==> config.mk <==
export PLATFORM = sky130hd
export DESIGN_NAME = element_to_float32_converter
export DESIGN_NICKNAME = d
export VERILOG_FILES = /design/src/design/e2f_pkg.sv /design/src/design/element_to_float32_converter.sv
export SDC_FILE = /design/constraint.sdc
export NUM_CORES = 1
export LEC_CHECK = 0
export BUFFER_PORTS_ARGS = -buffer_cell sky130_fd_sc_hd__buf_4
export CAP_MARGIN = 20
export CORE_ASPECT_RATIO = 0.75
export CORE_MARGIN = 2
export CORE_UTILIZATION = 28
export CTS_CLUSTER_DIAMETER = 120
export DETAILED_ROUTE_END_ITERATION = 6
export PLACE_DENSITY = 0.43
export SKIP_CTS_REPAIR_TIMING = 1
export SYNTH_ARGS = -nofsm -noshare
export SYNTH_HDL_FRONTEND = slang
export SYNTH_SLANG_ARGS = --single-unit
==> constraint.sdc <==
create_clock -name aclk -period 25.2 [get_ports aclk]
set_input_delay 2.52 -clock aclk [delete_from_list [all_inputs] [get_ports aclk]]
set_output_delay 2.52 -clock aclk [all_outputs]
set_load 0.01 [all_outputs]
==> src/design/e2f_pkg.sv <==
// package for the element to float32 converter: kind codes and widths
`timescale 1ns / 1ps
`default_nettype none
package e2f_pkg;

    typedef enum logic [3:0] {
        KIND_F32  = 4'd0,
        KIND_I32  = 4'd1,
        KIND_I64  = 4'd2,
        KIND_I16  = 4'd3,
        KIND_U16  = 4'd4,
        KIND_I8   = 4'd5,
        KIND_U8   = 4'd6,
        KIND_BOOL = 4'd7,
        KIND_F16  = 4'd8
    } elem_kind_t;

    localparam int RAW_W   = 64;
    localparam int FLOAT_W = 32;
    localparam int POS_W   = 6;
    localparam logic [31:0] FLOAT_ONE = 32'h3f80_0000;

    // apb register addresses
    localparam logic [1:0] ADDR_ELEMENT_KIND = 2'd0;

endpackage
`default_nettype wire

==> src/design/element_to_float32_converter.sv <==
// element to float32 converter: four stage pipeline with apb kind register
//
// usage:
//   write element_kind over the apb port (byte address 0) while the stream is
//   idle. then stream raw elements on s_axis: s_axis_tdata holds raw_value
//   (64 bits, right aligned), s_axis_tlast marks the last element of a tensor.
//   each beat gives exactly one result beat on m_axis: m_axis_tdata holds the
//   ieee single bit pattern, m_axis_tlast copies the input tlast.
// throughput: one beat per cycle; every stage is a register with a valid bit
//   and the whole pipe advances whenever the output register is empty or is
//   being taken, so s_axis_tready only falls when the output beat is stalled.
// stages:
//   1 sign/magnitude extraction and the simple kinds (f32, bool, f16)
//   2 leading one position over the 64 bit magnitude
//   3 normalize shift and round bits
//   4 round to nearest even, pack exponent, output register
// reset: aresetn (synchronous, active low) clears all valid bits and sets
//   element_kind back to f32.
// stall: when m_axis_tready is low with a beat waiting, the pipe holds and
//   nothing is lost or repeated.
`timescale 1ns / 1ps
`default_nettype none
module element_to_float32_converter
    import e2f_pkg::*;
(
    input  wire logic         aclk,
    input  wire logic         aresetn,
    // apb
    input  wire logic         psel,
    input  wire logic         penable,
    input  wire logic         pwrite,
    input  wire logic [1:0]   paddr,
    input  wire logic [31:0]  pwdata,
    output logic [31:0]       prdata,
    output logic              pready,
    // input stream
    input  wire logic         s_axis_tvalid,
    output logic              s_axis_tready,
    input  wire logic [63:0]  s_axis_tdata,   // [63:0] raw_value
    input  wire logic         s_axis_tlast,   // last_element
    // result stream
    output logic              m_axis_tvalid,
    input  wire logic         m_axis_tready,
    output logic [31:0]       m_axis_tdata,   // [31:0] float_bits
    output logic              m_axis_tlast    // last_out
);

    logic [3:0] kind_reg;
    logic       adv;

    assign pready = 1'b1;
    assign prdata = (paddr == ADDR_ELEMENT_KIND) ? {28'd0, kind_reg} : 32'd0;

    always_ff @(posedge aclk) begin
        if (!aresetn) begin
            kind_reg <= KIND_F32;
        end else if (psel && penable && pwrite && paddr == ADDR_ELEMENT_KIND) begin
            kind_reg <= pwdata[3:0];
        end
    end

    // whole pipe moves together unless the output beat is stuck
    assign adv = !m_axis_tvalid || m_axis_tready;
    assign s_axis_tready = adv;

    // ---------------- stage 1: sign, magnitude, direct results
    logic              v1_reg, v1_next;
    logic              l1_reg;
    logic              int1_reg, int1_next;   // needs integer conversion
    logic              s1_reg, s1_next;
    logic [RAW_W-1:0]  m1_reg, m1_next;
    logic [31:0]       d1_reg, d1_next;       // direct result
    logic [63:0]       x;
    logic [4:0]        he;
    logic [9:0]        hf;
    logic [3:0]        hlz;
    logic [10:0]       hn;

    assign x = s_axis_tdata;
    assign v1_next = s_axis_tvalid;

    always_comb begin
        he = x[14:10];
        hf = x[9:0];
        hlz = 4'd0;
        for (int i = 0; i < 10; i++) begin
            if (hf[i]) hlz = 4'(9 - i);
        end
        hn = {1'b0, hf} << (hlz + 4'd1);
        int1_next = 1'b1;
        s1_next = 1'b0;
        m1_next = {56'd0, x[7:0]};
        d1_next = 32'd0;
        unique case (kind_reg)
            KIND_F32: begin
                int1_next = 1'b0;
                d1_next = x[31:0];
            end
            KIND_I32: begin
                s1_next = x[31];
                m1_next = {32'd0, x[31] ? (~x[31:0] + 32'd1) : x[31:0]};
            end
            KIND_I64: begin
                s1_next = x[63];
                m1_next = x[63] ? (~x + 64'd1) : x;
            end
            KIND_I16: begin
                s1_next = x[15];
                m1_next = {48'd0, x[15] ? (~x[15:0] + 16'd1) : x[15:0]};
            end
            KIND_U16: m1_next = {48'd0, x[15:0]};
            KIND_I8: begin
                s1_next = x[7];
                m1_next = {56'd0, x[7] ? (~x[7:0] + 8'd1) : x[7:0]};
            end
            KIND_BOOL: begin
                int1_next = 1'b0;
                d1_next = (x[7:0] != 8'd0) ? FLOAT_ONE : 32'd0;
            end
            KIND_F16: begin
                int1_next = 1'b0;
                if (he == 5'd0 && hf == 10'd0)
                    d1_next = {x[15], 31'd0};
                else if (he == 5'd0)
                    d1_next = {x[15], 8'(8'd112 - {4'd0, hlz}), hn[9:0], 13'd0};
                else if (he == 5'h1f)
                    d1_next = {x[15], 8'hff, hf, 13'd0};
                else
                    d1_next = {x[15], 8'({3'd0, he} + 8'd112), hf, 13'd0};
            end
            default: ;
        endcase
    end

    always_ff @(posedge aclk) begin
        if (!aresetn) v1_reg <= 1'b0;
        else if (adv) v1_reg <= v1_next;
    end
    always_ff @(posedge aclk) begin
        if (adv) begin
            l1_reg <= s_axis_tlast; int1_reg <= int1_next; s1_reg <= s1_next;
            m1_reg <= m1_next; d1_reg <= d1_next;
        end
    end

    // ---------------- stage 2: leading one position
    logic              v2_reg, l2_reg, int2_reg, s2_reg, z2_reg;
    logic [RAW_W-1:0]  m2_reg;
    logic [31:0]       d2_reg;
    logic [POS_W-1:0]  p2_reg, p2_next;

    always_comb begin
        p2_next = '0;
        for (int i = 0; i < RAW_W; i++) begin
            if (m1_reg[i]) p2_next = POS_W'(i);
        end
    end

    always_ff @(posedge aclk) begin
        if (!aresetn) v2_reg <= 1'b0;
        else if (adv) v2_reg <= v1_reg;
    end
    always_ff @(posedge aclk) begin
        if (adv) begin
            l2_reg <= l1_reg; int2_reg <= int1_reg; s2_reg <= s1_reg;
            z2_reg <= (m1_reg == '0); m2_reg <= m1_reg; d2_reg <= d1_reg;
            p2_reg <= p2_next;
        end
    end

    // ---------------- stage 3: normalize so the leading one sits at bit 63
    logic              v3_reg, l3_reg, int3_reg, s3_reg, z3_reg;
    logic [31:0]       d3_reg;
    logic [POS_W-1:0]  p3_reg;
    logic [23:0]       mant3_reg;
    logic              g3_reg, st3_reg;
    logic [RAW_W-1:0]  nrm;

    assign nrm = m2_reg << (POS_W'(RAW_W - 1) - p2_reg);

    always_ff @(posedge aclk) begin
        if (!aresetn) v3_reg <= 1'b0;
        else if (adv) v3_reg <= v2_reg;
    end
    always_ff @(posedge aclk) begin
        if (adv) begin
            l3_reg <= l2_reg; int3_reg <= int2_reg; s3_reg <= s2_reg;
            z3_reg <= z2_reg; d3_reg <= d2_reg; p3_reg <= p2_reg;
            mant3_reg <= nrm[63:40];
            g3_reg <= nrm[39];
            st3_reg <= (nrm[38:0] != '0);
        end
    end

    // ---------------- stage 4: round to nearest even and pack
    logic        v4_reg, l4_reg;
    logic [31:0] f4_reg, f4_next;
    logic [24:0] rnd;
    logic [7:0]  ex;

    always_comb begin
        rnd = {1'b0, mant3_reg} + 25'(g3_reg && (st3_reg || mant3_reg[0]));
        ex = 8'd127 + {2'd0, p3_reg} + {7'd0, rnd[24]};
        if (!int3_reg)     f4_next = d3_reg;
        else if (z3_reg)   f4_next = 32'd0;
        else if (rnd[24])  f4_next = {s3_reg, ex, 23'd0};
        else               f4_next = {s3_reg, ex, rnd[22:0]};
    end

    always_ff @(posedge aclk) begin
        if (!aresetn) v4_reg <= 1'b0;
        else if (adv) v4_reg <= v3_reg;
    end
    always_ff @(posedge aclk) begin
        if (adv) begin
            l4_reg <= l3_reg;
            f4_reg <= f4_next;
        end
    end

    assign m_axis_tvalid = v4_reg;
    assign m_axis_tdata  = f4_reg;
    assign m_axis_tlast  = l4_reg;

    // an accepted beat shows up at stage 1 next cycle
    a_enter: assert property (@(posedge aclk) disable iff (!aresetn)
        s_axis_tvalid && s_axis_tready |=> v1_reg)
        else $error("accepted beat lost at stage 1");

    // a stalled output freezes the last stage
    a_hold: assert property (@(posedge aclk) disable iff (!aresetn)
        m_axis_tvalid && !m_axis_tready |=> m_axis_tvalid && $stable(f4_reg))
        else $error("stalled result changed");

    // zero magnitude means no leading one
    a_zero: assert property (@(posedge aclk) disable iff (!aresetn)
        v2_reg && z2_reg |-> p2_reg == '0)
        else $error("leading one found in zero");

endmodule
`default_nettype wire
[Word level (Yosys, flattened, before mapping)]
Cells that the tools add are included.
Widths: inputs -> output; s select.
Operators by class
  add/sub/neg operators: 11
  multiply operators: 0
  divide/modulo/power cells: 0
  $lt $le $gt $ge: 0
  equal/unequal tests: 8
  shift-type cells: 2
  mux-type cells: 88
  bitwise gates (word level): 4
  reductions and logical operators: 21
Operator list (count)
  $pmux 64 s5: 1
  $mux 6: 30
  $mux 32: 3
  $pmux 32 s3: 1
  $mux 31: 3
  $mux 5: 16
  $mux 4: 19
  $add 64x1->64 const B: 1
  $logic_not 64->1: 1
  $mux 64: 1
  $not 64->64: 1
  $shl 64x6->64: 1
  $reduce_bool 39->1: 1
  $add 32x1->32 const B: 1
  $not 32->32: 1
  $reduce_or 32->1: 1
  $mux 30: 1
  $add 24x1->25: 1
  $mux 23: 1
  $add 16x1->16 const B: 1
  $mux 16: 1
  $not 16->16: 1
  $reduce_or 16->1: 1
  $eq 4x3->1 const B: 3
  other kinds (30): 42
Storage, ports and cells
  flip-flop bits (word level): 314
  bits in latches: 0
  memory bits (writable): 0
  bits in read-only memories: 0
  input port bits: 106
  output and inout bits: 68
  memories kept: 0

[Depth between registers and ports, before layout]
  depth after elaboration: 62
  mapped depth: 16
  gate-level depth less buffers: 14

[Least setup slack after synthesis]
OpenSTA, ideal clock, no wires.
  path type: input -> output
  from: input port m_axis_tready
  to: output port s_axis_tready
  arrival: 11107 ps
  required time: 22680 ps
  slack: 11573 ps
  stages on the path: 2
  path buffers: 1
  path through: nand2b_1 > clkbuf_1
Between the ends
  cells in the longest elaborated chain, start to end: 1
RTL lines
  start, declared: RTL line element_to_float32_converter.sv:43  | input wire logic m_axis_tready,
  $logic_or 1x1->1: RTL line element_to_float32_converter.sv:63  | assign adv = !m_axis_tvalid || m_axis_tready;
  end, declared: RTL line element_to_float32_converter.sv:38  | output logic s_axis_tready,
Every way passes these cells.

[Final worst setup path]
  from: input port paddr[1]
  to: output port prdata[0]
Between the ends
  cells in the longest elaborated chain, start to end: 2
RTL lines
  start, declared: RTL line element_to_float32_converter.sv:32  | input wire logic [1:0] paddr,
  $logic_not 2->1: RTL line element_to_float32_converter.sv:52  | assign prdata = (paddr == ADDR_ELEMENT_KIND) ? {28'd0, kind_reg} : 32'd0;
  $mux 4: RTL line element_to_float32_converter.sv:52
  end, declared: RTL line element_to_float32_converter.sv:34  | output logic [31:0] prdata,
Every way passes these cells.

==> implementation parameters <==
Parameter                              Value

Outcome
  Result of the run ... completed

STA
  Count of final setup violators ... 0
  Transition at the pin with the smallest max-transition slack ... 1.05 ns
  Hold Vio Cnt, Final ... 0
  Period minus WS final ... 5.62 ns
  Minimum hold slack ... 0.414 ns
  Max Slew Vio Count ... 0
  Ratio of final minimum period to clock period ... 22.3%
  Clock Skew ... 0.0186 ns
  Setup_tns ... 0 ns
  Unrepaired setup endpoints after global routing ... no
  Peak Freq ... 178 MHz
  Worst rel slew slack ... 29.8%

Placement
  Port bufs ... 116
  Placed Area ... 19300 um2
  Dpl cells ... 2527
  Final Wtd Congestion ... 0.858
  Dpl hpwl ... 38200 um

Drt
  DR vias ... 12800
  DRT iter0 DRCs ... 965
  DRC Markers ... 0
  Drt wl/cell ... 19.6 um
  TritonRoute pass-1 iters ... 5
  Final antenna-violating net count ... 0
  Routed wire length ... 50800 um
  Vias per cell ... 4.96

Pwr
  PD cells ... 82.2 nW/um2
  Sequential share of power ... 40.2%
  Combinational cell fraction of total power ... 30.7%
  Cell-internal power ... 1.12 mW
  Proportion of total power due to net switching ... 33.6%
  Share of total power in the clock network ... 29.1%
  Leakage ... 7.86 nW
  IR drop worst, VDD ... 0.0441 mV
  Switching Power ... 566 uW
  Total power after layout ... 1.68 mW

Die
  Chip Width ... 295 um
  Die area ... 65500 um2
  Placeable core region ... 62400 um2
  Number of standard-cell rows in the floorplan ... 79
  Boundary pin count ... 174
  Initial Util ... 28.5%
  DIE HEIGHT ... 222 um

Worst setup path
  Crit path kind ... primary input to output port
  Worst EP arrival ... 3.10 ns
  Crit Path Max Fanout ... 5
  Required time of the worst setup path ... 22.68 ns
  Endpoint kind of the worst setup timing path ... output port
  Type of element launching the critical path ... primary input

Synth
  Synth top area cells ... edfxtp_1 (52%), mux2i_1 (5.3%), mux4_2 (3.7%)
  Portion of the post-synthesis area used by sequential elements ... 52.7%
  Most repeated cell in the gate-level netlist after synthesis ... edfxtp_1
  List of most frequent post-synthesis cells ... edfxtp_1 (306), nor2_1 (170), nand2_1 (152)
  Post-synthesis async set-or-reset flop share ... 0%
  Proportion of netlist area held by the largest area contributor ... 51.8%
  EDFF count, synth ... 306
  Post-synth design cell area ... 17800 um2
  Prevailing post-synth register cell ... edfxtp_1
  Cells after synthesis ... 1642
  Synthesized flop and latch total ... 314
  Count of warnings emitted by yosys ... 0
  Cell taking the most area after synthesis ... edfxtp_1
  Number of unique standard cell types used by synthesis ... 74
  Avg Inst Size Synth ... 10.8 um2

Global routing
  Antenna violations before repair ... 1
  Global-route wire length before repair ... 77600 um
  Maximum number of pins on one net before global-route repair ... 182
  Aggregate global-route resource usage ... 15.4%
  Final global-route overflow total ... 0
  Number of global-route vias before repair ... 12400

Final layout
  Growth of design area from synthesis to finish ... 15.2%
  Layout net count ... 1833
  Non-filler cells, final ... 2590
  Fraction of final layout cells sized beyond drive strength 1 ... 15.4%
  Fin area ... 20400 um2

Clock tree
  Clock slew seen by the registers of the worst setup and hold paths ... 0.06 ns
  Clock tree from TritonCTS ... done
  Deepest clock path buffer count ... 3
  Insertion delay of the later-clocked pin in the worst-skew pair ... 0.55 ns
  Clock root buffer ... clkbuf_16
  CTS buffer count ... 35
  Number of sinks on the clock net ... 314
  Maximum level of the CTS H-tree ... 2

Flow run
  MaxCap Viol Count ... 0

Hold path
  Worst Hold Class ... register to register
area by class of cell:
type | instances | area (um2)
Clock buffer | 41 | 898
Fill cell | 6332 | 41900
Multi-Input combinational cell | 1165 | 7690
Inverter | 69 | 259
Antenna cell | 1 | 2.50
Tap cell | 850 | 1060
Timing Repair Buffer | 130 | 988
Sequential cell | 314 | 9350
Clock inverter | 20 | 195
worst paths after layout:
kind                                 from   endpoint  slack [ns]  depth (start not counted)
worst max-delay path             paddr[1]  prdata[0]       19.58                          4
worst min-delay path            d2_reg[1]  d3_reg[1]        0.41                          0
worst max register to register  p2_reg[0]    st3_reg       21.25                         10
worst min register to register  d2_reg[1]  d3_reg[1]        0.41                          0
power groups by stage:
stage	combinational, mW	sequential [mW]	clock [mW]
finish	0.516	0.676	0.489
detailed placement	0.513	0.688	0
floorplan	0.357	0.682	0
global route	0.565	0.684	0.525
global placement	0.514	0.687	0
CTS	0.514	0.677	0.507
critical path: stages:
cell and delay, ns:
buf_4 0.11, nor2_1 0.19, and2_1 0.17, buf_4 0.12
stage by stage:
step                      utilization (%)  setup slack [ns]
after global routing                 32.8             19.50
after floorplan                         -             11.57
after global placement               31.0             18.88
after detailed placement             31.0             18.82
final                                32.8             19.58
after CTS                            32.8             19.39
cell families (layout without fill, tap and decap cells):
group           count (synthesis)  after routing  synth area share, %
fa+ha+maj                      12             12                0.846
simple gates                  532            532                 14.1
other cells                     2             30               0.0423
compound gates                369            369                 13.3
mux                           157            157                 11.1
buf+inv                       190            260                 4.68
flops                         314            314                 52.7
xor+xnor                       66             66                 3.26
cell usage in the layout (no fill, tap or decap), types with 6 or more instances in the layout:
| cell | instances |
|---|---|
| buf_4 | 129 |
| mux4_2 | 29 |
| mux2i_1 | 94 |
| edfxtp_1 | 306 |
| or3_1 | 12 |
| nor2_1 | 170 |
| conb_1 | 29 |
| o21a_1 | 11 |
| o211ai_1 | 23 |
| clkinv_2 | 11 |
| and3_1 | 11 |
| nand4_1 | 10 |
| o22ai_1 | 45 |
| nand2_1 | 152 |
| or2_2 | 6 |
| clkbuf_16 | 35 |
| a211oi_1 | 9 |
| mux2_2 | 34 |
| xnor2_1 | 21 |
| dfxtp_1 | 8 |
| ha_1 | 12 |
| o21ai_0 | 121 |
| nor2b_1 | 21 |
| inv_1 | 64 |
| a22oi_1 | 12 |
| o31ai_1 | 23 |
| xor2_1 | 45 |
| nor3_1 | 34 |
| clkbuf_1 | 6 |
| nor4_1 | 29 |
| o21bai_1 | 7 |
| and2_1 | 24 |
| a21oi_1 | 55 |
| or4_1 | 9 |
| nand2b_1 | 12 |
| nand3_1 | 23 |
| o41ai_1 | 6 |
layer usage:
| metal | up-vias | global-route usage [%] | part of all wire [%] |
|---|---|---|---|
| met5 | - | 0 | 0 |
| met4 | 0 | 3.24 | 1.4 |
| met3 | 45 | 2.35 | 4.5 |
| met2 | 291 | 21.6 | 41 |
| met1 | 6271 | 24.6 | 53 |
| li1 | 6230 | - | - |
Note: power is estimated with default switching activity, not from simulation.
